$ cat src/rtl/biquad_lowpass_filter_bank_core_defines.svh
// Assertion macros used by the filter bank top level.
`ifndef BIQUAD_LOWPASS_FILTER_BANK_CORE_DEFINES_SVH
`define BIQUAD_LOWPASS_FILTER_BANK_CORE_DEFINES_SVH

// Same-cycle implication, checked at every rising edge outside reset.
`define BLFB_ASSERT_SAME(lbl, clk, rstn, ante, cons, msg) \
  lbl: assert property (@(posedge clk) disable iff (!rstn) (ante) |-> (cons)) \
    else $error(msg);

// Next-cycle implication, checked at every rising edge outside reset.
`define BLFB_ASSERT_NEXT(lbl, clk, rstn, ante, cons, msg) \
  lbl: assert property (@(posedge clk) disable iff (!rstn) (ante) |=> (cons)) \
    else $error(msg);

`endif

$ cat src/rtl/blfb_pkg.sv
// Package with the types, constants and codes of the low-pass filter bank.
`timescale 1ns / 1ps
package blfb_pkg;

  localparam int CHANNELS_DEF       = 16;
  localparam int COEF_FRAC_BITS_DEF = 30;

  localparam int CHAN_BITS   = 4;
  localparam int DBSEL_BITS  = 2;
  localparam int SAMPLE_BITS = 16;
  localparam int YSTATE_BITS = 24;
  localparam int COEF_BITS   = 32;
  localparam int DB_BITS     = 15;
  localparam int CFG_IDX_W   = 3;
  localparam int CFG_DATA_W  = 32;
  // Wide enough for b0*(x + 2*x1 + x2)*256 - a1*y1 - a2*y2 plus rounding.
  localparam int ACC_W       = 60;

  typedef enum logic [CFG_IDX_W-1:0] {
    REG_SET0_B0    = 3'd0,
    REG_SET0_A1    = 3'd1,
    REG_SET0_A2    = 3'd2,
    REG_SET1_B0    = 3'd3,
    REG_SET1_A1    = 3'd4,
    REG_SET1_A2    = 3'd5,
    REG_DEADBAND_A = 3'd6,
    REG_DEADBAND_B = 3'd7
  } blfb_reg_e;

  typedef enum logic [DBSEL_BITS-1:0] {
    DB_NONE = 2'd0,
    DB_A    = 2'd1,
    DB_B    = 2'd2
  } blfb_dbsel_e;

  typedef struct packed {
    logic signed [COEF_BITS-1:0] set0_b0;
    logic signed [COEF_BITS-1:0] set0_a1;
    logic signed [COEF_BITS-1:0] set0_a2;
    logic signed [COEF_BITS-1:0] set1_b0;
    logic signed [COEF_BITS-1:0] set1_a1;
    logic signed [COEF_BITS-1:0] set1_a2;
    logic        [DB_BITS-1:0]   deadband_a;
    logic        [DB_BITS-1:0]   deadband_b;
  } blfb_cfg_t;

  typedef struct packed {
    logic signed [SAMPLE_BITS-1:0] x1;
    logic signed [SAMPLE_BITS-1:0] x2;
    logic signed [YSTATE_BITS-1:0] y1;
    logic signed [YSTATE_BITS-1:0] y2;
  } blfb_state_t;

endpackage

$ cat src/rtl/blfb_cfg.sv
// Coefficient and deadband register file written through the config port.
`timescale 1ns / 1ps
module blfb_cfg (
  input  logic                                clk_i,
  input  logic                                rst_ni,
  input  logic                                cfg_we_i,
  input  logic [blfb_pkg::CFG_IDX_W-1:0]      cfg_idx_i,
  input  logic [blfb_pkg::CFG_DATA_W-1:0]     cfg_data_i,
  output blfb_pkg::blfb_cfg_t                 cfg_o
);

  blfb_pkg::blfb_cfg_t cfg_q, cfg_d;

  always_comb begin
    cfg_d = cfg_q;
    if (cfg_we_i) begin
      case (cfg_idx_i)
        blfb_pkg::REG_SET0_B0:    cfg_d.set0_b0    = cfg_data_i;
        blfb_pkg::REG_SET0_A1:    cfg_d.set0_a1    = cfg_data_i;
        blfb_pkg::REG_SET0_A2:    cfg_d.set0_a2    = cfg_data_i;
        blfb_pkg::REG_SET1_B0:    cfg_d.set1_b0    = cfg_data_i;
        blfb_pkg::REG_SET1_A1:    cfg_d.set1_a1    = cfg_data_i;
        blfb_pkg::REG_SET1_A2:    cfg_d.set1_a2    = cfg_data_i;
        blfb_pkg::REG_DEADBAND_A: cfg_d.deadband_a = cfg_data_i[blfb_pkg::DB_BITS-1:0];
        blfb_pkg::REG_DEADBAND_B: cfg_d.deadband_b = cfg_data_i[blfb_pkg::DB_BITS-1:0];
        default:                  cfg_d = cfg_q;
      endcase
    end
  end

  always_ff @(posedge clk_i or negedge rst_ni) begin
    if (!rst_ni) begin
      cfg_q <= '0;
    end else begin
      cfg_q <= cfg_d;
    end
  end

  assign cfg_o = cfg_q;

endmodule

$ cat config.mk
export PLATFORM = sky130hd
export DESIGN_NAME = blfb_cfg
export DESIGN_NICKNAME = d
export VERILOG_FILES = /design/src/rtl/biquad_lowpass_filter_bank_core_defines.svh /design/src/rtl/blfb_pkg.sv /design/src/rtl/blfb_cfg.sv
export SDC_FILE = /design/constraint.sdc
export NUM_CORES = 1
export LEC_CHECK = 0
export BUFFER_PORTS_ARGS = -buffer_cell sky130_fd_sc_hd__buf_2
export CORE_UTILIZATION = 35
export DETAILED_ROUTE_END_ITERATION = 8
export PLACE_DENSITY = 0.63
export SLEW_MARGIN = 10
export SYNTH_ARGS = -nofsm -noshare
export SYNTH_HDL_FRONTEND = slang
export SYNTH_SLANG_ARGS = --single-unit
$ cat constraint.sdc
create_clock -name clk_i -period 1 [get_ports clk_i]
set_input_delay 0.1 -clock clk_i [delete_from_list [all_inputs] [get_ports clk_i]]
set_output_delay 0.1 -clock clk_i [all_outputs]
set_load 0.005 [all_outputs]
# == Word-level counts from Yosys, hierarchy flattened ==
# Cells that the tools add are included.
# word_totals
wordCells,24
out_inout_bits,222
register_bits,222
input_bits,38
# classes
eq_ne,7
n_reduce_logical,9
# ops
cell,n
AND reduction 2 bit,8
"equality test 3 bit, second input constant",4
"equality test 3 x 2 -> 1 bit, second input constant",2
"equality test 3 x 1 -> 1 bit, second input constant",1
logical NOT 3 bit,1

# == Depth between registers and ports, before layout ==
# logic_depth
word_depth,2
ltp_mapped,5
depth_no_buf,2

# == Least setup slack after synthesis ==
# Ideal clock, no wire load.
# synth_timing
kind,in2reg
start,in cfg_idx_i[0] in the netlist's numbering
end,reg cfg_q (netlist bit cfg_o[191])
n_path_buf,2
stages,4
path_slack_ns,-0.302
setup_ns,0.125
required_ns,0.875
arrival_ns,1.177
path_cell_list,buf_4 > nor4b_4 > buf_6 > mux2_2
# synth_between
elab_chain_cells,2
# synth_rtl
element,line_no,text
"start, declared",blfb_cfg.sv:7,"input logic [blfb_pkg::CFG_IDX_W-1:0] cfg_idx_i,"
logical NOT 3 bit,blfb_cfg.sv:17,case (cfg_idx_i)
AND reduction 2 bit (no line),-,
"end signal, assigned",blfb_cfg.sv:35,cfg_q <= cfg_d;
"end, declared",blfb_cfg.sv:12,"blfb_pkg::blfb_cfg_t cfg_q, cfg_d;"
# No other way between the ends.
# A chain may end at the register's enable or synchronous reset.

# == Final worst setup path ==
# layout_timing
start,reg cfg_q (netlist bit cfg_o[19])
end,out cfg_o[19] in the netlist's numbering
# layout_lines
element,line_no,text
"end, declared",blfb_cfg.sv:9,output blfb_pkg::blfb_cfg_t cfg_o
# No word-level cell between the ends.

==> flow_summary.ini <==
[pwr]
p_total_uw = 28200
power.density_nw_per_um2 = 2240
leakagePower_uw = 0.00621
irDropWorstVdd_mv = 1.12

[worst_setup_path]
required_ps = 900
worstSetupPathType = flop to output pin
cp_num_buf_inv = 1
cp-end-kind = output pin
critPathTopFamily = flip-flops
worst_setup_path_start_kind = flop
crit_arrival_ps = 1070
critical-path-max-stage-delay_ps = 400
crit_fanout = 2
critPathSlowestCell = dfrtp_1
path_cells = buf_2

[logic_synthesis]
synth-xor-area-share_pct = 0
synthAdderAreaFrac_pct = 0
synth.area.mux_share_pct = 29.9
synth_cell_types = 11
synth_area_leaders = dfrtp_1 66%, mux2_2 27%, mux2_1 2.4%
synth_nets = 517
yosysTopAreaCellShare_pct = 66.4
synth_top_family_by_area = multiplexers
synth_seq_cells = 222
syn_avg_cell_area_um2 = 17.5
synthSimpleGateAreaFrac_pct = 1.18
synthCells = 479
syn_area_um2 = 8370
ys_warn_count = 0
yosysTopAreaCell = dfrtp_1
yosysSeqAreaShare_pct = 66.4
synth_compound_area_share_pct = 0

[cts]
cts-root-buf = clkbuf_16
htreeDepth = 1
cts_tree = done
cts.sinks = 222
numCtsBuffers = 25
clock_path_buffers = 3
clkTransAtPathRegs_ps = 60
insertion_delay_ps = 510

[placed_design]
hpwlAfterDp_um = 14500
port_buffers = 259
routabilityCongestion = 0.738
dpl.cell_count = 1059

[route]
postRouteAntennaNets = 0
vias_per_cell = 4.55
wl_met1_um = 9870
wl_um = 22800
route.vias.total = 5575
avgRoutedWirePerCell_um = 18.6
dr.max_layer_used = met4
dr_wl_met2_um = 11400
drc = 0
dr_wl_met3_um = 1040
drt_iter0_drc = 190
first_pass_iters = 4

[timing]
finalSetupViolCount = 226
slew_violations = 0
rsz0062_at_grt = true
tightest_slew_ps = 387
hold_violations = 0
fmax_mhz = 854
period_needed_ps = 1170
fin_crit_sh_pct = 117
setup_ws_ps = -171
final.setup.tns_ps = -25740
clock_skew_ps = 0
slew_headroom_pct = 74.2

[floorplanning]
dieArea_um2 = 24500
core.rowCount = 56
die-height_um = 157
die_x_um = 157
coreArea_um2 = 23500
start_util_pct = 35.7
num_io_pins = 260

[cells_and_area]
largest_reg_flops = 222
finalNonFillerCells = 1224
fillerInstances = 1945
layout-drive-gt1-share_pct = 70.2
final_common_cell = buf_2
mostFrequentLayoutCells = 254 x buf_2, 222 x dfrtp_1, 125 x mux2_2
nets = 926
seq_area_um2 = 5560
multi_input_area_um2 = 2970
utilization_pct = 53.6
area_growth_pct = 50.2
diodes = 0

[global_route]
grt_pass1_wl_um = 33800
grt_overflow = 0
antenna_found_initial = 0
grt_use_total_pct = 18.0
first_global_vias = 5735
grt_max_degree = 38

[run]
drv_cap = 0

[status]
status = finished, violations left
violations = negative setup slack

[min_path]
min_path_type = input port to async pin
==> where the power goes <==
| group | internal, uW | switching, uW | leakage (uW) |
|---|---|---|---|
| Combinational | 4390 | 2460 | 0.00312 |
| Clock | 5750 | 3640 | 0.000421 |
| Sequential | 11000 | 992 | 0.00266 |
==> synth_stat cells <==
library cell,n
nor4bb_1,3
mux2_1,18
nand4b_2,1
mux2_2,204
buf_4,2
nor4b_4,1
buf_2,13
buf_6,12
dfrtp_1,222
nand4b_1,2
nand4_2,1
==> metal layers <==
| layer | track usage [%] | up-vias |
|---|---|---|
| met4 | 5.14 | 0 |
| met3 | 2.96 | 35 |
| met1 | 23.5 | 2876 |
| met2 | 30.6 | 140 |
| li1 | - | 2524 |
| met5 | 0 | - |
==> what timing repair did <==
item | CTS | global route
gates cloned | 0 | 2
endpoints found under the hold margin | 444 | 0
setup buffers | 55 | 31
hold buffers | 33 | 0
gates resized for setup | 3 | 16
pin swaps | 0 | 2
endpoints found under the setup margin | 222 | 230
==> area by class of cell <==
class / count / share of cell area [%]
clock buffer: 34 / 5.64
clock inverter: 10 / 1.10
multi-input combinational: 230 / 23.7
sequential: 222 / 44.2
tap: 319 / 3.17
timing repair buffer: 409 / 22.2
==> metrics by stage <==
stage               hold WS, ps  worst slack, ps  cell area (um^2)
finish                     60.8             -171             12600
global route               78.9             -199             12600
CTS                        46.6             -184             12300
detailed placement         2.23             -525             10600
global placement         -0.424             -489             10600
floorplan                  -196             -272              8800
==> path summary, 6_finish.rpt <==
check | depth (start not counted) | slack (ps) | startpoint | end
setup / recovery | 1 | -170 | cfg_o[19]$_DFFE_PN0P_ | cfg_o[19]
hold / removal | 2 | 60 | rst_ni | cfg_o[31]$_DFFE_PN0P_
setup reg to reg | 3 | -10 | cfg_o[5]$_DFFE_PN0P_ | cfg_o[5]$_DFFE_PN0P_
hold reg to reg | 1 | 480 | cfg_o[78]$_DFFE_PN0P_ | cfg_o[78]$_DFFE_PN0P_
max in group asynchronous | 3 | 420 | rst_ni | cfg_o[67]$_DFFE_PN0P_
min in group clk_i | 4 | 230 | cfg_idx_i[0] | cfg_o[130]$_DFFE_PN0P_
==> kinds of logic (layout without fill, tap and decap cells) <==
| logic type | after synthesis | count (layout) |
|---|---|---|
| DFF | 222 | 222 |
| buffers and inverters | 27 | 453 |
| muxes | 222 | 222 |
| and+or+nand+nor | 8 | 8 |
(Power assumes the default switching activity.)
