==> src/rtl/biquad_lowpass_filter_bank_core_defines.svh <==
// Assertion macros used by the filter bank top level.
`ifndef BIQUAD_LOWPASS_FILTER_BANK_CORE_DEFINES_SVH
`define BIQUAD_LOWPASS_FILTER_BANK_CORE_DEFINES_SVH

// Same-cycle implication, checked at every rising edge outside reset.
`define BLFB_ASSERT_SAME(lbl, clk, rstn, ante, cons, msg) \
  lbl: assert property (@(posedge clk) disable iff (!rstn) (ante) |-> (cons)) \
    else $error(msg);

// Next-cycle implication, checked at every rising edge outside reset.
`define BLFB_ASSERT_NEXT(lbl, clk, rstn, ante, cons, msg) \
  lbl: assert property (@(posedge clk) disable iff (!rstn) (ante) |=> (cons)) \
    else $error(msg);

`endif

==> src/rtl/blfb_pkg.sv <==
// Package with the types, constants and codes of the low-pass filter bank.
`timescale 1ns / 1ps
package blfb_pkg;

  localparam int CHANNELS_DEF       = 16;
  localparam int COEF_FRAC_BITS_DEF = 30;

  localparam int CHAN_BITS   = 4;
  localparam int DBSEL_BITS  = 2;
  localparam int SAMPLE_BITS = 16;
  localparam int YSTATE_BITS = 24;
  localparam int COEF_BITS   = 32;
  localparam int DB_BITS     = 15;
  localparam int CFG_IDX_W   = 3;
  localparam int CFG_DATA_W  = 32;
  // Wide enough for b0*(x + 2*x1 + x2)*256 - a1*y1 - a2*y2 plus rounding.
  localparam int ACC_W       = 60;

  typedef enum logic [CFG_IDX_W-1:0] {
    REG_SET0_B0    = 3'd0,
    REG_SET0_A1    = 3'd1,
    REG_SET0_A2    = 3'd2,
    REG_SET1_B0    = 3'd3,
    REG_SET1_A1    = 3'd4,
    REG_SET1_A2    = 3'd5,
    REG_DEADBAND_A = 3'd6,
    REG_DEADBAND_B = 3'd7
  } blfb_reg_e;

  typedef enum logic [DBSEL_BITS-1:0] {
    DB_NONE = 2'd0,
    DB_A    = 2'd1,
    DB_B    = 2'd2
  } blfb_dbsel_e;

  typedef struct packed {
    logic signed [COEF_BITS-1:0] set0_b0;
    logic signed [COEF_BITS-1:0] set0_a1;
    logic signed [COEF_BITS-1:0] set0_a2;
    logic signed [COEF_BITS-1:0] set1_b0;
    logic signed [COEF_BITS-1:0] set1_a1;
    logic signed [COEF_BITS-1:0] set1_a2;
    logic        [DB_BITS-1:0]   deadband_a;
    logic        [DB_BITS-1:0]   deadband_b;
  } blfb_cfg_t;

  typedef struct packed {
    logic signed [SAMPLE_BITS-1:0] x1;
    logic signed [SAMPLE_BITS-1:0] x2;
    logic signed [YSTATE_BITS-1:0] y1;
    logic signed [YSTATE_BITS-1:0] y2;
  } blfb_state_t;

endpackage

==> src/rtl/blfb_state_mem.sv <==
// Per-channel delay state memory with valid bits and same-channel forwarding.
`timescale 1ns / 1ps
module blfb_state_mem #(
  parameter int CHANNELS = blfb_pkg::CHANNELS_DEF,
  localparam int CH_W    = (CHANNELS > 1) ? $clog2(CHANNELS) : 1
) (
  input  logic                    clk_i,
  input  logic                    rst_ni,
  input  logic                    rd_en_i,
  input  logic                    rd_ok_i,
  input  logic [CH_W-1:0]         rd_idx_i,
  input  logic                    fwd_i,
  input  logic                    wr_en_i,
  input  logic [CH_W-1:0]         wr_idx_i,
  input  blfb_pkg::blfb_state_t   wr_state_i,
  output blfb_pkg::blfb_state_t   rd_state_o
);

  blfb_pkg::blfb_state_t mem [CHANNELS];
  logic [CHANNELS-1:0]   vld_q;
  blfb_pkg::blfb_state_t rd_data_q;
  blfb_pkg::blfb_state_t fwd_data_q;
  logic                  fwd_q;
  logic                  zero_q;

  always_ff @(posedge clk_i) begin
    if (wr_en_i) begin
      mem[wr_idx_i] <= wr_state_i;
    end
  end

  always_ff @(posedge clk_i) begin
    if (rd_en_i) begin
      rd_data_q <= mem[rd_idx_i];
    end
  end

  always_ff @(posedge clk_i) begin
    if (rd_en_i && fwd_i) begin
      fwd_data_q <= wr_state_i;
    end
  end

  always_ff @(posedge clk_i or negedge rst_ni) begin
    if (!rst_ni) begin
      vld_q <= '0;
    end else if (wr_en_i) begin
      vld_q[wr_idx_i] <= 1'b1;
    end
  end

  // An entry never written since reset, or a channel outside the bank,
  // reads as all-zero delay state.
  always_ff @(posedge clk_i or negedge rst_ni) begin
    if (!rst_ni) begin
      fwd_q  <= 1'b0;
      zero_q <= 1'b1;
    end else if (rd_en_i) begin
      fwd_q  <= fwd_i;
      zero_q <= !rd_ok_i || !vld_q[rd_idx_i];
    end
  end

  always_comb begin
    if (fwd_q) begin
      rd_state_o = fwd_data_q;
    end else if (zero_q) begin
      rd_state_o = '0;
    end else begin
      rd_state_o = rd_data_q;
    end
  end

endmodule

==> config.mk <==
export PLATFORM = sky130hd
export DESIGN_NAME = blfb_state_mem
export DESIGN_NICKNAME = d
export VERILOG_FILES = /design/src/rtl/biquad_lowpass_filter_bank_core_defines.svh /design/src/rtl/blfb_pkg.sv /design/src/rtl/blfb_state_mem.sv
export SDC_FILE = /design/constraint.sdc
export NUM_CORES = 1
export LEC_CHECK = 0
export BUFFER_PORTS_ARGS = -buffer_cell sky130_fd_sc_hd__buf_4
export CAP_MARGIN = 20
export CORE_MARGIN = 4
export CORE_UTILIZATION = 50
export CTS_BUF_LIST = sky130_fd_sc_hd__clkbuf_4
export CTS_CLUSTER_SIZE = 16
export DETAILED_ROUTE_END_ITERATION = 8
export GPL_ROUTABILITY_DRIVEN = 0
export HOLD_SLACK_MARGIN = 0.03
export PLACE_DENSITY = 0.69
export SLEW_MARGIN = 20
export SYNTH_ARGS = -nofsm -noshare
export SYNTH_HDL_FRONTEND = slang
export SYNTH_SLANG_ARGS = --single-unit
==> constraint.sdc <==
create_clock -name clk_i -period 1.9 [get_ports clk_i]
set_input_delay 0.38 -clock clk_i [delete_from_list [all_inputs] [get_ports clk_i]]
set_output_delay 0.38 -clock clk_i [all_outputs]
set_load 0.01 [all_outputs]
# Word level (Yosys, flattened, before mapping)
# Memory sizes are Yosys's and may differ from the RTL's. A register that Yosys moved wholly into a read port is not among the register bits.
# Cells that the tools add are included.
[word_totals]
register_bits = 98
ramBits = 1280
in_bits = 94
out_inout_bits = 80
memories = 1
[memory_table]
columns = ["name", "depth", "word_bits", "read_ports", "rd_ports_with_merged_regs", "write_ports", "line", "text"]
rows = [
  ["mem", 16, 80, 1, 1, 1, "blfb_state_mem.sv:19", "blfb_pkg::blfb_state_t mem [CHANNELS];"],
]
[op_classes]
magnitude_cmp = 3
mux = 8
n_bitwise = 1
reduce_logical = 5
[ops]
columns = ["op", "n"]
rows = [
  ["$mux W80", 2],
  ["$or A16 B16 Y16", 1],
  ["$lt A4 B5 Y1 const B", 2],
  ["$bmux W1 S4", 1],
  ["$demux W1 S4", 1],
  ["$ge A4 B1 Y1 const B", 1],
  ["$mux W1", 4],
  ["$logic_and A1 B1 Y1", 2],
  ["$logic_not A1 Y1", 2],
  ["$logic_or A1 B1 Y1", 1],
]

# Depth between registers and ports, before layout
[logic_depth]
depth_word = 5
mapped_depth = 7
ltp_nobuf = 4

# Worst setup path before layout
# No wires, ideal clock.
[synth_timing]
path_type = "input port to flip-flop"
start = "input port wr_idx_i[2]"
end = "register vld_q[0]"
setup_time_ns = 0.099
arrival_ns = 6.932
t_required_ns = 1.801
path_slack_ns = -5.131
path_stages = 3
n_path_buf = 0
cell_sequence = "or3b_2 > nor3_1 > or2_2"
[synth_between]
elab_chain_cells = 5
[synth_rtl]
columns = ["element", "line", "text"]
rows = [
  ["from (decl)", "blfb_state_mem.sv:14", "input logic [CH_W-1:0] wr_idx_i,"],
  ["$lt A4 B5 Y1 (not written as such) or $ge A4 B1 Y1 (tied branches)", "blfb_state_mem.sv:48", "vld_q[wr_idx_i] <= 1'b1;"],
  ["$logic_and A1 B1 Y1 (not written as such)", "blfb_state_mem.sv:48", ""],
  ["$mux W1 (not written as such)", "blfb_state_mem.sv:48", ""],
  ["$demux W1 S4 (*)", "blfb_state_mem.sv:48", ""],
  ["$or A16 B16 Y16 (no line) (*)", "n/a", ""],
  ["to (signal assigned)", "blfb_state_mem.sv:46", "vld_q <= '0;"],
  ["to (signal, indexed assignment)", "blfb_state_mem.sv:48", ""],
  ["to (decl)", "blfb_state_mem.sv:20", "logic [CHANNELS-1:0] vld_q;"],
]
# Mark *: on every way between the ends. The rest lies on a longest branch, timed or not.
# A chain may end at the register's enable or synchronous reset.

==> results by group <==
Status
  – Status: finished, violations left
  – Violated checks: negative setup slack

Final layout
  – Net count, final: just over 3000
  – Layout area overhead: 25.0%
  – Most frequent cells in the layout: 1440 x edfxtp_1, 520 x clkbuf_4, 403 x mux4_2, 209 x buf_4, 196 x dlygate4sd3_1
  – Most common cell after layout, fill and taps aside: edfxtp_1
  – Fraction of layout cells with a size suffix above 1: 45.0%

Critical path
  – CP Launch Type: register
  – CP Class: reg -> out
  – Crit path DAT: around 2600 ps
  – Setup crit end kind: primary output
  – Worst EP required: between 1500 and 2000 ps
  – Worst Path Max Fanout: 7

Drt
  – Wire length per cell: 28.8 µm
  – Vias after detailed routing: approximately 27000
  – Final wirelength: around 130 mm
  – Drt first-iter violations: 2724
  – First-pass iteration count of the detailed router: 7
  – Residual DRC: 0
  – Routed Antenna Nets: 0
  – Vias/cell: 5.86

STA
  – Setup WS post-layout: -1120 ps
  – Slew margin rel.: 42.4%
  – Unrepaired setup endpoints after global routing: true
  – Setup_tns: -83520 ps
  – Period utilisation layout: 159%
  – Max Freq: roughly 330 MHz
  – Fin. Hold Viols: 0
  – Pins Over Slew Limit: 0
  – Slew at the pin with the worst max-slew slack: 861 ps
  – Clock Skews: roughly 110 ps
  – Tmin final: approximately 3000 ps
  – Setup Viol. Count Final: 85

Global routing
  – First-pass GRT wire length: roughly 190 mm
  – Met3 usage: under 10%
  – Largest net degree at the start of global routing: 67
  – Met1 Use GR: about a third
  – GR peak layer: met2
  – Vias in the first global route: between 20000 and 30000
  – Grt ovf: 0
  – GRT Overall Usage: 23.7%
  – Grt met2 use: about 40%
  – Initial antenna violation count: 5

Yosys
  – Netlist Area Pre-Place: 54500 µm²
  – Async S/R FF share, synth: approximately 1.2%
  – Mapped Avg Cell Area: 25.9 µm²
  – Top FF cell, synth: edfxtp_1
  – Register area share after synthesis: between 80% and 90%
  – Library cells used by synthesis: 27
  – Number of enable flip-flop cells after synthesis: around 1400
  – Yosys warnings: 0
  – Yosys reg bits: 1458
  – Mapped Nets: between 2000 and 2500
  – Synth Instances: between 2000 and 2500

Floorplan
  – DIE AREA: between 100000 and 150000 µm²
  – Die extent in x: about 340 µm
  – Core Area: 108000 µm²
  – Die Y: between 300 and 400 µm
  – I/O pin count: roughly 170
  – Rows: 120
  – Initial Utilization: between 50% and 60%

Worst hold path
  – Hold Crit Class: in -> reg

Clock tree
  – TritonCTS Buffers: roughly 370
  – Clock sink count: 1458
  – Clock-pin slew on the worst setup and hold paths: around 60 ps
  – H-tree Lvls: 5
  – CTS root buf: clkbuf_4
  – Max Root-Sink Buffers: 4
  – Clk Latency, worst-skew pair: roughly 1200 ps
  – TritonCTS clock tree: built

Placed design
  – Port Buffer Count: approximately 170
  – DP Wirelength: roughly 73 mm

Pwr
  – Pwr Total: 67.1 mW
  – Leak: 22.8 nW
  – Max VDD drop: slightly above 700 µV
  – P per Cell Area: 986 nW/µm²

Job
  – Max cap viols: 0
## routing by layer
| metal | wire [µm] | vias up |
|---|---|---|
| met4 | 2650 | 2 |
| met2 | 69800 | 1395 |
| li1 | - | 11353 |
| met3 | 11400 | 204 |
| met1 | 50800 | 14459 |
| met5 | 11 | - |
## critical path, stage by stage, from the launching register on
cell	delay (ps)
dfstp_2	560
nor2_4	50
buf_12	150
buf_12	150
buf_16	150
a22o_4	250
buf_6	130
## sequential cells by signal (all words and copies together), names as in the netlist
register	count
vld_q	16
zero_q	1
fwd_q	1
rd_data_q	80
fwd_data_q	80
mem	1280
## synth_stat cells (2+ instances only)
cell type     n  share of area (%)
buf_8         4               0.11
nand3_1       2              0.018
mux2i_1       3              0.055
edfxtp_1   1440                 79
nor3_1        4              0.037
dfrtp_1      17               0.78
nand3b_1      4              0.055
nand2b_1      3              0.034
buf_1        12              0.083
or2_2        16               0.18
a22o_1       79                1.3
nand2_1       2              0.014
mux4_1        4               0.19
clkbuf_1     49               0.34
buf_2        17               0.16
nor2_1       13              0.090
mux4_2      399                 16
buf_6        24               0.50
## power by group
part | switching (mW) | total (mW) | internal [mW]
clock | 12.0 | 25.1 | 13.1
sequential | 0.304 | 36.6 | 36.3
combinational | 2.58 | 5.41 | 2.84
## kinds of logic after synthesis
group           share of synthesized area [%]
compound gates                           1.33
simple gates                            0.460
mux                                      16.8
flops                                    80.2
buf+inv                                  1.22
## through the flow
step	cell area (µm²)	worst slack (ps)	cells	hold WS (ps)	utilization, %
floorplan	54900	-1340	2101	84.4	-
global placement	60600	-382	3820	259	56.3
detailed placement	60600	-436	3820	268	56.3
CTS	67500	-1230	4656	30.0	62.7
global route	68100	-1240	4677	58.3	63.2
finish	68100	-1120	4681	122	63.3
## path summary, 6_finish.rpt
| kind | startpoint | to | slack, ps | cells after the start |
|---|---|---|---|---|
| max | zero_q$_DFFE_PN1P_ | rd_state_o[16] | -1120 | 6 |
| min | wr_state_i[36] | fwd_data_q[36]$_DFFE_PP_ | 120 | 2 |
| max reg2reg | fwd_q$_DFFE_PN0P_ | fwd_q$_DFFE_PN0P_ | 30 | 4 |
| min reg2reg | vld_q[7]$_DFFE_PN0P_ | vld_q[7]$_DFFE_PN0P_ | 470 | 1 |
| max in group asynchronous | rst_ni | fwd_q$_DFFE_PN0P_ | 860 | 3 |
| min in group asynchronous | rst_ni | vld_q[14]$_DFFE_PN0P_ | 380 | 3 |
## timing repair
item                       in CTS  in global routing
gates resized for setup        44                 94
hold endpoints to repair     2478                  3
pin swaps                      17                 35
setup buffers                   8                 11
hold buffers                  196                  1
setup endpoints to repair      80                315
cloned                          6                  7
## layout make-up
cell class,count,area [µm²]
antenna,11,27.5
clock buffer,520,3900
clock inverter,106,543
fill,7030,39600
multi-input combinational,536,10500
sequential,1458,43700
tap,1403,1760
timing repair buffer,647,7670
Power figures use the tool's default switching activity.
